--- src/sv/rthsv_pkg.sv ---
`default_nettype none
// ----------------------------------------------------------------------------
// RGB to HSV converter package
// Widths, hue constants, the pipeline side-band record and the one-bit
// restoring division step shared by the divider stages.
// ----------------------------------------------------------------------------
package rthsv_pkg;

	localparam int CB         = 10;                 // bits per color component
	localparam int HUE_W      = 15;                 // hue in 1/64 degree
	localparam int SAT_W      = 8;
	localparam int HQ_W       = 12;                 // hue quotient bits (max 3840)
	localparam int SQ_W       = 8;                  // saturation quotient bits
	localparam int DIV_STEPS  = 2;                  // quotient bits per stage
	localparam int DIV_STAGES = HQ_W / DIV_STEPS;
	localparam int HACC_W     = CB + HQ_W;
	localparam int SACC_W     = CB + SQ_W;
	localparam int IN_W       = ((3 * CB + 7) / 8) * 8;
	localparam int OUT_W      = ((HUE_W + SAT_W + CB + 7) / 8) * 8;

	// 60 degrees in 1/64 degree, and the sector offsets.
	localparam logic [HQ_W-1:0]  HUE_SCALE  = 12'd3840;
	localparam logic [HUE_W-1:0] HUE_RED    = 15'd0;
	localparam logic [HUE_W-1:0] HUE_GREEN  = 15'd7680;
	localparam logic [HUE_W-1:0] HUE_BLUE   = 15'd15360;
	localparam logic [HUE_W-1:0] HUE_WRAP   = 15'd23040;
	localparam logic [SAT_W-1:0] SAT_SCALE  = 8'd255;

	typedef struct packed {
		logic [CB-1:0]    d;     // max - min
		logic [CB-1:0]    mx;    // largest component
		logic [HUE_W-1:0] base;  // sector offset
		logic             neg;   // hue numerator is negative
	} side_t;

	// One step of restoring division: remainder is below the divisor on entry.
	// Returns the quotient bit on top of the new remainder.
	function automatic logic [CB:0] div_step(input logic [CB-1:0] rem, input logic nb,
	                                         input logic [CB-1:0] dv);
		logic [CB:0] t;
		logic [CB:0] diff;
		t    = {rem, nb};
		diff = t - {1'b0, dv};
		if (t >= {1'b0, dv}) begin
			return {1'b1, diff[CB-1:0]};
		end
		return {1'b0, t[CB-1:0]};
	endfunction

endpackage
`default_nettype wire

--- src/sv/rgb_to_hsv_converter_top.sv ---
`default_nettype none
// ----------------------------------------------------------------------------
// RGB to HSV converter
// Streaming pixel converter: hue in 1/64 degree, 8-bit saturation, value.
// ----------------------------------------------------------------------------
// The block takes one pixel beat per clock while not stalled and returns one
// HSV beat per pixel, in order. The pipeline holds two restoring dividers
// (hue quotient of 12 bits and saturation quotient of 8 bits), which resolve
// two quotient bits per pipeline stage over six stages, plus a min/max stage,
// a scaling stage and the output register. The whole pipeline holds while the
// output beat is not taken, so s_axis_tready follows m_axis_tready whenever the
// output register is full. A gray pixel gives hue 0 and saturation 0.
module rgb_to_hsv_converter_top (
	input  wire logic                     clk,
	input  wire logic                     arst_n,
	input  wire logic                     s_axis_tvalid,
	output logic                          s_axis_tready,
	// red, green, blue (low bits up), zero padding on top
	input  wire logic [rthsv_pkg::IN_W-1:0]  s_axis_tdata,
	output logic                          m_axis_tvalid,
	input  wire logic                     m_axis_tready,
	// hue, saturation, brightness (low bits up), zero padding on top
	output logic [rthsv_pkg::OUT_W-1:0]   m_axis_tdata
);
	import rthsv_pkg::*;

	logic ce;

	// Stage 1: max/min, sector selection and hue numerator magnitude.
	logic [CB-1:0] red, green, blue;
	logic [CB-1:0] mx, mn, opa, opb;
	logic [HUE_W-1:0] base;
	side_t side_c;
	logic [CB-1:0] mag_c;

	side_t         side_s1;
	logic [CB-1:0] mag_s1;
	logic          vld_s1;

	// Stage 2: scaled numerators loaded into the divider accumulators.
	side_t             side_s2;
	logic [HACC_W-1:0] hacc_s2;
	logic [SACC_W-1:0] sacc_s2;
	logic              vld_s2;

	// Divider stages.
	side_t             side_sd [0:DIV_STAGES-1];
	logic [HACC_W-1:0] hacc_sd [0:DIV_STAGES-1];
	logic [SACC_W-1:0] sacc_sd [0:DIV_STAGES-1];
	logic              vld_sd  [0:DIV_STAGES-1];

	// Output register.
	logic [HUE_W-1:0] hue_q;
	logic [SAT_W-1:0] sat_q;
	logic [CB-1:0]    bright_q;
	logic             vld_q;

	assign ce            = !vld_q || m_axis_tready;
	assign s_axis_tready = ce;
	assign m_axis_tvalid = vld_q;
	assign m_axis_tdata  = OUT_W'({bright_q, sat_q, hue_q});

	assign red   = s_axis_tdata[CB-1:0];
	assign green = s_axis_tdata[2*CB-1:CB];
	assign blue  = s_axis_tdata[3*CB-1:2*CB];

	always_comb begin
		// Red wins ties with green and blue, green wins ties with blue.
		if (red >= green && red >= blue) begin
			mx   = red;
			opa  = green;
			opb  = blue;
			base = HUE_RED;
		end else if (green >= blue) begin
			mx   = green;
			opa  = blue;
			opb  = red;
			base = HUE_GREEN;
		end else begin
			mx   = blue;
			opa  = red;
			opb  = green;
			base = HUE_BLUE;
		end
		mn = red;
		if (green < mn) begin
			mn = green;
		end
		if (blue < mn) begin
			mn = blue;
		end
		side_c.mx  = mx;
		side_c.d   = mx - mn;
		side_c.neg = opa < opb;
		mag_c      = side_c.neg ? (opb - opa) : (opa - opb);
		// A negative numerator with red largest wraps around by 360 degrees.
		side_c.base = (side_c.neg && base == HUE_RED) ? HUE_WRAP : base;
	end

	always_ff @(posedge clk or negedge arst_n) begin
		if (!arst_n) begin
			vld_s1 <= 1'b0;
			vld_s2 <= 1'b0;
			vld_q  <= 1'b0;
		end else if (ce) begin
			vld_s1 <= s_axis_tvalid;
			vld_s2 <= vld_s1;
			vld_q  <= vld_sd[DIV_STAGES-1];
		end
	end

	always_ff @(posedge clk) begin
		if (ce) begin
			side_s1 <= side_c;
			mag_s1  <= mag_c;
			side_s2 <= side_s1;
			// The top bits of each scaled numerator are already below the divisor.
			hacc_s2 <= HACC_W'(mag_s1) * HACC_W'(HUE_SCALE);
			sacc_s2 <= SACC_W'(side_s1.d) * SACC_W'(SAT_SCALE);
		end
	end

	genvar k;
	generate
		for (k = 0; k < DIV_STAGES; k++) begin : g_div
			side_t             side_in;
			logic [HACC_W-1:0] hacc_in, hacc_nx;
			logic [SACC_W-1:0] sacc_in, sacc_nx;
			logic              vld_in;
			logic [CB:0]       hres, sres;

			if (k == 0) begin : g_first
				assign side_in = side_s2;
				assign hacc_in = hacc_s2;
				assign sacc_in = sacc_s2;
				assign vld_in  = vld_s2;
			end else begin : g_next
				assign side_in = side_sd[k-1];
				assign hacc_in = hacc_sd[k-1];
				assign sacc_in = sacc_sd[k-1];
				assign vld_in  = vld_sd[k-1];
			end

			always_comb begin
				hacc_nx = hacc_in;
				sacc_nx = sacc_in;
				for (int j = 0; j < DIV_STEPS; j++) begin
					hres    = div_step(hacc_nx[HACC_W-1:HQ_W], hacc_nx[HQ_W-1], side_in.d);
					hacc_nx = {hres[CB-1:0], hacc_nx[HQ_W-2:0], hres[CB]};
					sres    = div_step(sacc_nx[SACC_W-1:SQ_W], sacc_nx[SQ_W-1], side_in.mx);
					// The saturation quotient is complete after its first stages.
					if (k * DIV_STEPS + j < SQ_W) begin
						sacc_nx = {sres[CB-1:0], sacc_nx[SQ_W-2:0], sres[CB]};
					end
				end
			end

			always_ff @(posedge clk or negedge arst_n) begin
				if (!arst_n) begin
					vld_sd[k] <= 1'b0;
				end else if (ce) begin
					vld_sd[k] <= vld_in;
				end
			end

			always_ff @(posedge clk) begin
				if (ce) begin
					side_sd[k] <= side_in;
					hacc_sd[k] <= hacc_nx;
					sacc_sd[k] <= sacc_nx;
				end
			end
		end
	endgenerate

	// Final hue: floor of base plus or minus the quotient.
	side_t            side_l;
	logic [HQ_W-1:0]  hq;
	logic [CB-1:0]    hrem;
	logic [HUE_W-1:0] hue_c;
	logic [SAT_W-1:0] sat_c;

	assign side_l = side_sd[DIV_STAGES-1];
	assign hq     = hacc_sd[DIV_STAGES-1][HQ_W-1:0];
	assign hrem   = hacc_sd[DIV_STAGES-1][HACC_W-1:HQ_W];

	always_comb begin
		if (side_l.neg) begin
			hue_c = side_l.base - HUE_W'(hq) - HUE_W'(hrem != '0);
		end else begin
			hue_c = side_l.base + HUE_W'(hq);
		end
		sat_c = sacc_sd[DIV_STAGES-1][SQ_W-1:0];
		if (side_l.d == '0) begin
			hue_c = '0;
			sat_c = '0;
		end
	end

	always_ff @(posedge clk) begin
		if (ce) begin
			hue_q    <= hue_c;
			sat_q    <= sat_c;
			bright_q <= side_l.mx;
		end
	end

endmodule
`default_nettype wire
--- config.mk ---
export PLATFORM = sky130hd
export DESIGN_NAME = rgb_to_hsv_converter_top
export DESIGN_NICKNAME = d
export VERILOG_FILES = /design/src/sv/rthsv_pkg.sv /design/src/sv/rgb_to_hsv_converter_top.sv
export SDC_FILE = /design/constraint.sdc
export NUM_CORES = 1
export LEC_CHECK = 0
export ABC_AREA = 0
export ABC_CLOCK_PERIOD_IN_PS = 15900
export BUFFER_PORTS_ARGS = -buffer_cell sky130_fd_sc_hd__buf_2
export CAP_MARGIN = 20
export CORE_ASPECT_RATIO = 0.6
export CORE_MARGIN = 10
export CORE_UTILIZATION = 64
export CTS_CLUSTER_SIZE = 10
export DETAILED_ROUTE_END_ITERATION = 16
export GPL_ROUTABILITY_DRIVEN = 1
export HOLD_SLACK_MARGIN = 0.1
export PLACE_DENSITY = 0.88
export SETUP_SLACK_MARGIN = 0.1
export SLEW_MARGIN = 10
export SYNTH_ARGS = -nofsm -noshare
export SYNTH_HDL_FRONTEND = slang
export SYNTH_SLANG_ARGS = --single-unit
export TNS_END_PERCENT = 20
--- constraint.sdc ---
create_clock -name clk -period 15.9 [get_ports clk]
set_clock_uncertainty 0.1 [all_clocks]
set_input_delay 2.385 -clock clk [delete_from_list [all_inputs] [get_ports clk]]
set_output_delay 2.385 -clock clk [all_outputs]
set_load 0.1 [all_outputs]
-- Word level (Yosys, flattened, before mapping)
Memory sizes are Yosys's and may differ from the RTL's. A register that Yosys moved wholly into a read port is not among the register bits.
Index checks and enable logic that the tools add are counted.
- bits of input ports: 36
- memories kept: 3
- latch bits: 0
- memory bits (writable): 456
- register bits: 148
- memory bits (read-only): 0
- reduce and logical (&&, ||, !) cells: 7
- multipliers: 2
- shift operators: 0
- equal/unequal tests: 0
- magnitude comparators: 26
- divide/modulo/power cells: 0
- $add $sub $neg: 26
- muxes and demuxes: 74
- bitwise operators: 0
- memories (memory ; depth ; bits a word ; read ports ; clocked after memory_dff ; write ports ; line ; source):
    side_sd ; 6 ; 36 ; 6 ; 0 ; 6 ; rgb_to_hsv_converter_top.sv:47 ; side_t side_sd [0:DIV_STAGES-1];
    hacc_sd ; 6 ; 22 ; 6 ; 0 ; 6 ; rgb_to_hsv_converter_top.sv:48 ; logic [HACC_W-1:0] hacc_sd [0:DIV_STAGES-1];
    sacc_sd ; 6 ; 18 ; 6 ; 1 ; 6 ; rgb_to_hsv_converter_top.sv:49 ; logic [SACC_W-1:0] sacc_sd [0:DIV_STAGES-1];
- operator list (cell ; number):
    11-bit two-way mux ; 40
    10-bit subtractor ; 23
    11-bit by 10-bit greater-or-equal comparator with 1-bit output ; 20
    10-bit two-way mux ; 9
    10-bit greater-or-equal comparator ; 3
    10-bit < comparator ; 3
    15-bit two-way mux ; 2
    1-bit two-way mux ; 22
    10-bit by 8-bit multiplier with 18-bit output (second input constant) ; 1
    15-bit by 12-bit adder with 15-bit output ; 1
    15-bit zero test ; 1
    15-bit by 1-bit subtractor with 15-bit output ; 1
    15-bit by 12-bit subtractor with 15-bit output ; 1
    10-bit by 4-bit multiplier with 14-bit output (second input constant) ; 1
    14-bit two-way mux ; 1
    10-bit zero test ; 1
    10-bit nonzero test ; 1
    1-bit logical AND ; 2
    1-bit zero test ; 1
    1-bit logical OR ; 1

-- Depth between registers and ports, before layout
Gate-level depths: netlist of run 1.
An unclocked memory read counts as a cell.
- depth in word-level cells: 7
- depth in mapped cells: 27
- depth with buffers taken out: 26

-- Worst setup path before layout of run 1
No wires, ideal clock.
- path type: input port to output port
- start: in m_axis_tready
- end: out s_axis_tready
- required time: 13415 ps
- path slack: 1347 ps
- arrival: 12068 ps
- stages on the path: 3
- path buffers: 1
- path through: nor2b_1 clkbuf_1 inv_1
- word-level cells in the longest chain between the ends: 1
- ends and longest elaborated chain (element ; line ; source):
    from (decl) ; rgb_to_hsv_converter_top.sv:21 ; input wire logic m_axis_tready,
    1-bit logical OR ; rgb_to_hsv_converter_top.sv:58 ; assign ce = !vld_q || m_axis_tready;
    to (decl) ; rgb_to_hsv_converter_top.sv:17 ; output logic s_axis_tready,
No other way between the ends.

==> impl_metrics.env, run 1 <==
export IMPL_synth_distinct_cells=77
export IMPL_drt_iter0_markers=1809
export IMPL_status="finished clean"
export IMPL_areaGrowthSynthToFinish_pct=8.13
export IMPL_maxUsedRoutingLayer="met4"
export IMPL_wl_met3_um=4050
export IMPL_synth_area_per_cell_um2=11.6
export IMPL_setup_worst_path_end_class="flop"
export IMPL_period_needed_ns=8.05
export IMPL_syn_inst=2719
export IMPL_setup_viol=0
export IMPL_path_clk_slew_ns=0.06
export IMPL_path_common_cell="a21oi_1"
export IMPL_r2r_end="sacc_sd[1][17]"
export IMPL_slowest_stage="o21a_1"
export IMPL_tightest_slew_ns=1.12
export IMPL_maxCapViolations=0
export IMPL_io_pins=78
export IMPL_synth_edf_count=461
export IMPL_path_buf_inv=4
export IMPL_clockBufferDepth=3
export IMPL_startpoint="s_axis_tdata[3]"
export IMPL_start_kind="input pin"
export IMPL_drv_slew=0
export IMPL_cp_required_ns=16.13
export IMPL_holdBufCountCts=0
export IMPL_drc=0
export IMPL_rows=62
export IMPL_ant_nets=0
export IMPL_reg2reg_depth=19
export IMPL_portBuffers=68
export IMPL_cpPeakStageDelay_ns=0.72
export IMPL_die_w_um=306
export IMPL_die_area_mm2=0.0588
export IMPL_min_path_type="flop to flop"
export IMPL_dp_hpwl_um=50600
export IMPL_cp_max_fo=21
export IMPL_post_drt_wl_per_cell_um=19.4
export IMPL_holdPathStages=0
export IMPL_synth_seq_cells=470
export IMPL_cts_buffers=54
export IMPL_crit_path_end="side_s1[34]"
export IMPL_grt_usage_pct=22.6
export IMPL_synthTopCellsByArea="edfxtp_1 (44%), ha_1 (14%), mux2_2 (5.5%)"
export IMPL_wirelength_met1_um=30500
export IMPL_path_depth=27
export IMPL_gr_total_overflow=0
export IMPL_finalWirelength_um=67400
export IMPL_root_buffer="clkbuf_16"
export IMPL_slew_headroom_pct=25.0
export IMPL_finalCritPeriodShare_pct=50.7
export IMPL_cts_resized=0
export IMPL_synth_yosys_warnings=0
export IMPL_numClockSinks=470
export IMPL_route_met2_wl_um=31400
export IMPL_r2r_slack_ns=9.75
export IMPL_initial_core_util_pct=65.2
export IMPL_ys_seq_area_share_pct=44.7
export IMPL_synthFlopType="edfxtp_1"
export IMPL_final_cell_mix="edfxtp_1 (461), ha_1 (340), inv_1 (283)"
export IMPL_num_vias=21300
export IMPL_path_class="input pin to flop"
export IMPL_synth_area_mm2=0.0315
export IMPL_grt_pass1_wl_um=110000
export IMPL_cp_top_family="compound AO/OA/AOI/OAI gates"
export IMPL_htreeDepth=2
export IMPL_r2r_start="side_sd[0][17]"
export IMPL_cts_tree="yes"
export IMPL_fin_setup_tns_ns=0
export IMPL_async_flop_share_pct=1.91
export IMPL_post_cts_buffers=0
export IMPL_core_area_mm2=0.0483
export IMPL_grt_pass1_vias=21500
export IMPL_hold_viol=0
export IMPL_synth_area_leader_cell="edfxtp_1"
export IMPL_routabilityCongestion=0.937
export IMPL_antenna_found_initial=0
export IMPL_clock_latency_ns=0.59
export IMPL_final_common_cell="edfxtp_1"
export IMPL_layout_nets=3268
export IMPL_rsz0062_at_grt="false"
export IMPL_fmax_ghz=0.124
export IMPL_fp_dieH_um=192
export IMPL_layout_drive_gt1_share_pct=11.6
export IMPL_avgViaCountPerCell=6.12
export IMPL_grt_max_degree=180
export IMPL_crit_arrival_ns=8.29
export IMPL_synth_top_cell_area_share_pct=44.0
export IMPL_n_antenna_cell=0
export IMPL_first_pass_iters=6
final cells by class:
type,instances,area (µm²)
well taps,640,801
inverters,285,1080
clock buffers,67,1420
repair buffers,79,435
multi-input cells,1926,16200
clock inverters,8,57.6
flip-flops and latches,470,14100
fillers,3260,14200
sequential cells by signal (all words and copies together), names as in the netlist:
name / cells
vld_sd: 1
g_div.vld_in: 6
mag_s1: 10
g_div.hacc_in: 14
sat_q: 8
sacc_sd: 78
side_s1: 26
m_axis_tvalid: 1
hue_q: 15
g_div.side_in: 26
side_sd: 153
bright_q: 10
vld_s1: 1
g_div.sacc_in: 17
hacc_sd: 104
cells in the mapped netlist (all sizes together), types with 10 or more instances:
| library cell | count |
|---|---|
| nor2b | 56 |
| nor4 | 11 |
| xor2 | 53 |
| and2 | 21 |
| inv | 285 |
| edfxtp | 461 |
| a21boi | 10 |
| or2 | 13 |
| nor3 | 51 |
| nand4 | 27 |
| or3 | 14 |
| a221oi | 10 |
| nand3 | 32 |
| a21oi | 147 |
| mux2 | 160 |
| o21a | 45 |
| a31oi | 16 |
| nor2 | 152 |
| a211oi | 19 |
| a21o | 66 |
| clkbuf | 19 |
| fa | 76 |
| buf | 25 |
| nand2 | 115 |
| o21bai | 27 |
| o21ai | 128 |
| xnor2 | 131 |
| ha | 340 |
| nand2b | 23 |
| mux2i | 44 |
| o211ai | 32 |
per-stage QoR:
step | setup slack, ns | cell area (µm²) | instances | hold slack, ns | utilization (%)
finish | 7.85 | 34000 | 3475 | 0.312 | 70.6
global route | 7.38 | 34000 | 3475 | 0.320 | 70.6
CTS | 7.93 | 34000 | 3473 | 0.315 | 70.5
detailed placement | 7.36 | 32500 | 3398 | 0.305 | 67.5
global placement | 7.45 | 32500 | 3398 | 0.301 | 67.5
floorplan | 1.35 | 31500 | 2725 | 0.300 | -
metal layers:
metal	track usage (%)	vias up
li1	-	10100
met1	30.7	10300
met2	37.8	698
met3	3.43	135
met4	5.73	0
met5	0	-
cell families (layout without fill, tap and decap cells):
kind of cell             count (synthesis)  in the layout  synth area share, %
AO/OA/AOI/OAI                          569            569                 12.0
XOR/XNOR                               184            184                 5.12
adder cells (fa/ha/maj)                416            416                 18.3
buffers and inverters                  329            439                 4.10
flip-flops                             470            470                 44.7
multiplexers                           204            204                 7.21
other                                    1              7               0.0119
AND/OR/NAND/NOR                        546            546                 8.57
worst register-to-register path, stage by stage, from the launching register on:
cell and delay, ns:
edfxtp_1 0.44, inv_1 0.17, ha_1 0.29, nor2b_1 0.16, o21ai_2 0.15, a21oi_1 0.14
o41ai_2 0.40, o211a_1 0.27, nand2_1 0.30, mux2_2 0.44, inv_1 0.07, ha_1 0.24
nor2b_1 0.15, o21ai_0 0.22, nand2b_1 0.16, a311oi_1 0.39, o41ai_1 0.22, o21a_1 0.23
a311oi_2 0.94, mux2_2 0.45
how the worst min path moves through the flow:
stage	start	to	slack [ns]
5_1_grt	side_sd[5][24]	bright_q[8]	0.32
2_1_floorplan	side_sd[5][16]	bright_q[0]	0.30
3_5_place_dp	side_sd[5][16]	bright_q[0]	0.30
6_report	hacc_sd[2][4]	hacc_sd[3][6]	0.31
3_3_place_gp	side_sd[3][18]	side_sd[4][18]	0.30
4_1_cts	hacc_sd[2][4]	hacc_sd[3][6]	0.31
Power of run 1 is left out: the tool's default activity adds up to more than one toggle a clock period on the data nets, which glitch-free logic cannot reach.
==> inputs of run 2 (changes only) <==
- ABC_CLOCK_PERIOD_IN_PS: 15900 -> 6700
- CORE_UTILIZATION: 64 -> 58
- PLACE_DENSITY: 0.88 -> 0.85
- clock period: 15.9 -> 6.7 ns (I/O delays scaled with it)
==> impl_metrics.env, run 2 (same netlist as run 1, synthesis figures left out) <==
export IMPL_slowest_stage="fa_1"
export IMPL_grtUsageMet2_pct=34.3
export IMPL_hold_viol=0
export IMPL_fmax_ghz=0.165
export IMPL_drv_slew=0
export IMPL_die_w_um=321
export IMPL_setup_worst_path_end_class="flop"
export IMPL_root_buffer="clkbuf_16"
export IMPL_path_class="input pin to flop"
export IMPL_path_clk_slew_ns=0.06
export IMPL_period_needed_ns=6.06
export IMPL_rows=66
export IMPL_fin_setup_tns_ns=0
export IMPL_n_antenna_cell=0
export IMPL_final_cell_mix="edfxtp_1 (461), ha_1 (340), inv_1 (283)"
export IMPL_largest_reg_flops=153
export IMPL_num_vias=21300
export IMPL_htreeDepth=2
export IMPL_post_cts_buffers=0
export IMPL_grt_usage_pct=21.0
export IMPL_layout_drive_gt1_share_pct=12.0
export IMPL_path_common_cell="buf_4"
export IMPL_fin_cells=3558
export IMPL_drc=0
export IMPL_finalWirelength_um=68800
export IMPL_io_pins=78
export IMPL_first_pass_iters=5
export IMPL_top_register="side_sd"
export IMPL_cp_top_family="compound AO/OA/AOI/OAI gates"
export IMPL_cts_buffers=53
export IMPL_holdBufCountCts=0
export IMPL_initial_core_util_pct=58.4
export IMPL_cts_tree="yes"
export IMPL_final_common_cell="edfxtp_1"
export IMPL_min_path_type="input pin to asynchronous set/reset pin"
export IMPL_antenna_found_initial=0
export IMPL_routabilityCongestion=0.903
export IMPL_reg_top3="side_sd: 153 flops, hacc_sd: 104 flops, sacc_sd: 78 flops"
export IMPL_cpPeakStageDelay_ns=0.44
export IMPL_use_met3_pct=2.89
export IMPL_gr_total_overflow=0
export IMPL_clock_latency_ns=0.59
export IMPL_tightest_slew_ns=1.14
export IMPL_dp_cells=3482
export IMPL_die_area_mm2=0.0643
export IMPL_post_drt_wl_per_cell_um=19.4
export IMPL_maxCapViolations=0
export IMPL_grt_pass1_wl_um=113000
export IMPL_drt_iter0_markers=1871
export IMPL_setup_viol=0
export IMPL_finalCritPeriodShare_pct=90.5
export IMPL_core_area_mm2=0.0539
export IMPL_layout_nets=3277
export IMPL_path_cells="buf_2, inv_1, ha_1, a211oi_1, nor2_1, nor4_1, o21a_1, buf_4, buf_4, o221ai_4, buf_4, o211ai_1, o21ai_0, fa_1, o21ai_0, a21o_1, a21oi_1, o21ai_1, buf_4, mux2_2, o211ai_1, xor2_1"
export IMPL_cp_max_fo=31
export IMPL_gr_max_usage_layer="met2"
export IMPL_grt_use_met1_pct=29.5
export IMPL_areaGrowthSynthToFinish_pct=8.74
export IMPL_fp_dieH_um=200
export IMPL_clockBufferDepth=3
export IMPL_grt_max_degree=173
export IMPL_ant_nets=0
export IMPL_cp_required_ns=6.91
export IMPL_grt_pass1_vias=21700
export IMPL_path_buf_inv=6
export IMPL_rsz0062_at_grt="false"
export IMPL_avgViaCountPerCell=5.98
export IMPL_start_kind="input pin"
export IMPL_status="finished clean"
export IMPL_cts_resized=0
export IMPL_dp_hpwl_um=52100
export IMPL_portBuffers=68
export IMPL_crit_arrival_ns=6.27
export IMPL_slew_headroom_pct=24.3
export IMPL_numClockSinks=470
-- run 2: changes by cell type in the layout (fill, tap and decap cells not counted), sizes merged --
cell | previous run | this run
buf | 78 | 89
clkinv | 6 | 2
bufinv | 0 | 1
clkbuf | 68 | 69
clkinvlp | 0 | 1
inv | 287 | 286
-- run 2: routing by layer --
metal,routed length (µm),vias up
met3,3950,124
met5,0,-
met2,31800,701
met1,31700,10300
met4,1460,0
li1,-,10100
-- run 2: through the flow --
| stage | hold slack, ns | cell area (µm²) | worst slack [ns] | utilization, % |
|---|---|---|---|---|
| 2_1_floorplan | 0.300 | 31500 | -2.44 | - |
| 3_3_place_gp | 0.301 | 32700 | 0.246 | 60.7 |
| 3_5_place_dp | 0.305 | 32700 | 0.222 | 60.7 |
| 4_1_cts | 0.134 | 34200 | 0.723 | 63.4 |
| 5_1_grt | 0.144 | 34200 | 0.171 | 63.5 |
| 6_report | 0.159 | 34200 | 0.636 | 63.5 |
-- run 2: final timing paths --
kind / startpoint / to / slack, ns / cells after the start
worst max-delay path: s_axis_tdata[3] / mag_s1[7] / 0.64 / 22
worst min-delay path: arst_n / m_axis_tvalid / 0.16 / 1
worst max register to register: side_sd[0][17] / sacc_sd[1][17] / 0.82 / 19
worst min register to register: g_div[0].sacc_in[5] / sacc_sd[0][7] / 0.30 / 0
max in group asynchronous: arst_n / m_axis_tvalid / 6.15 / 1
min in group clk: g_div[0].sacc_in[5] / sacc_sd[0][7] / 0.30 / 0
-- run 2: final cells by class --
| type | count | area (µm²) |
|---|---|---|
| Clock buffer | 69 | 1390 |
| Clock inverter | 5 | 93.8 |
| Fill cell | 3953 | 19700 |
| Inverter | 285 | 1070 |
| Multi-Input combinational cell | 1926 | 16200 |
| Sequential cell | 470 | 14100 |
| Tap cell | 714 | 893 |
| Timing Repair Buffer | 89 | 523 |
Power of run 2 is left out for the same reason.
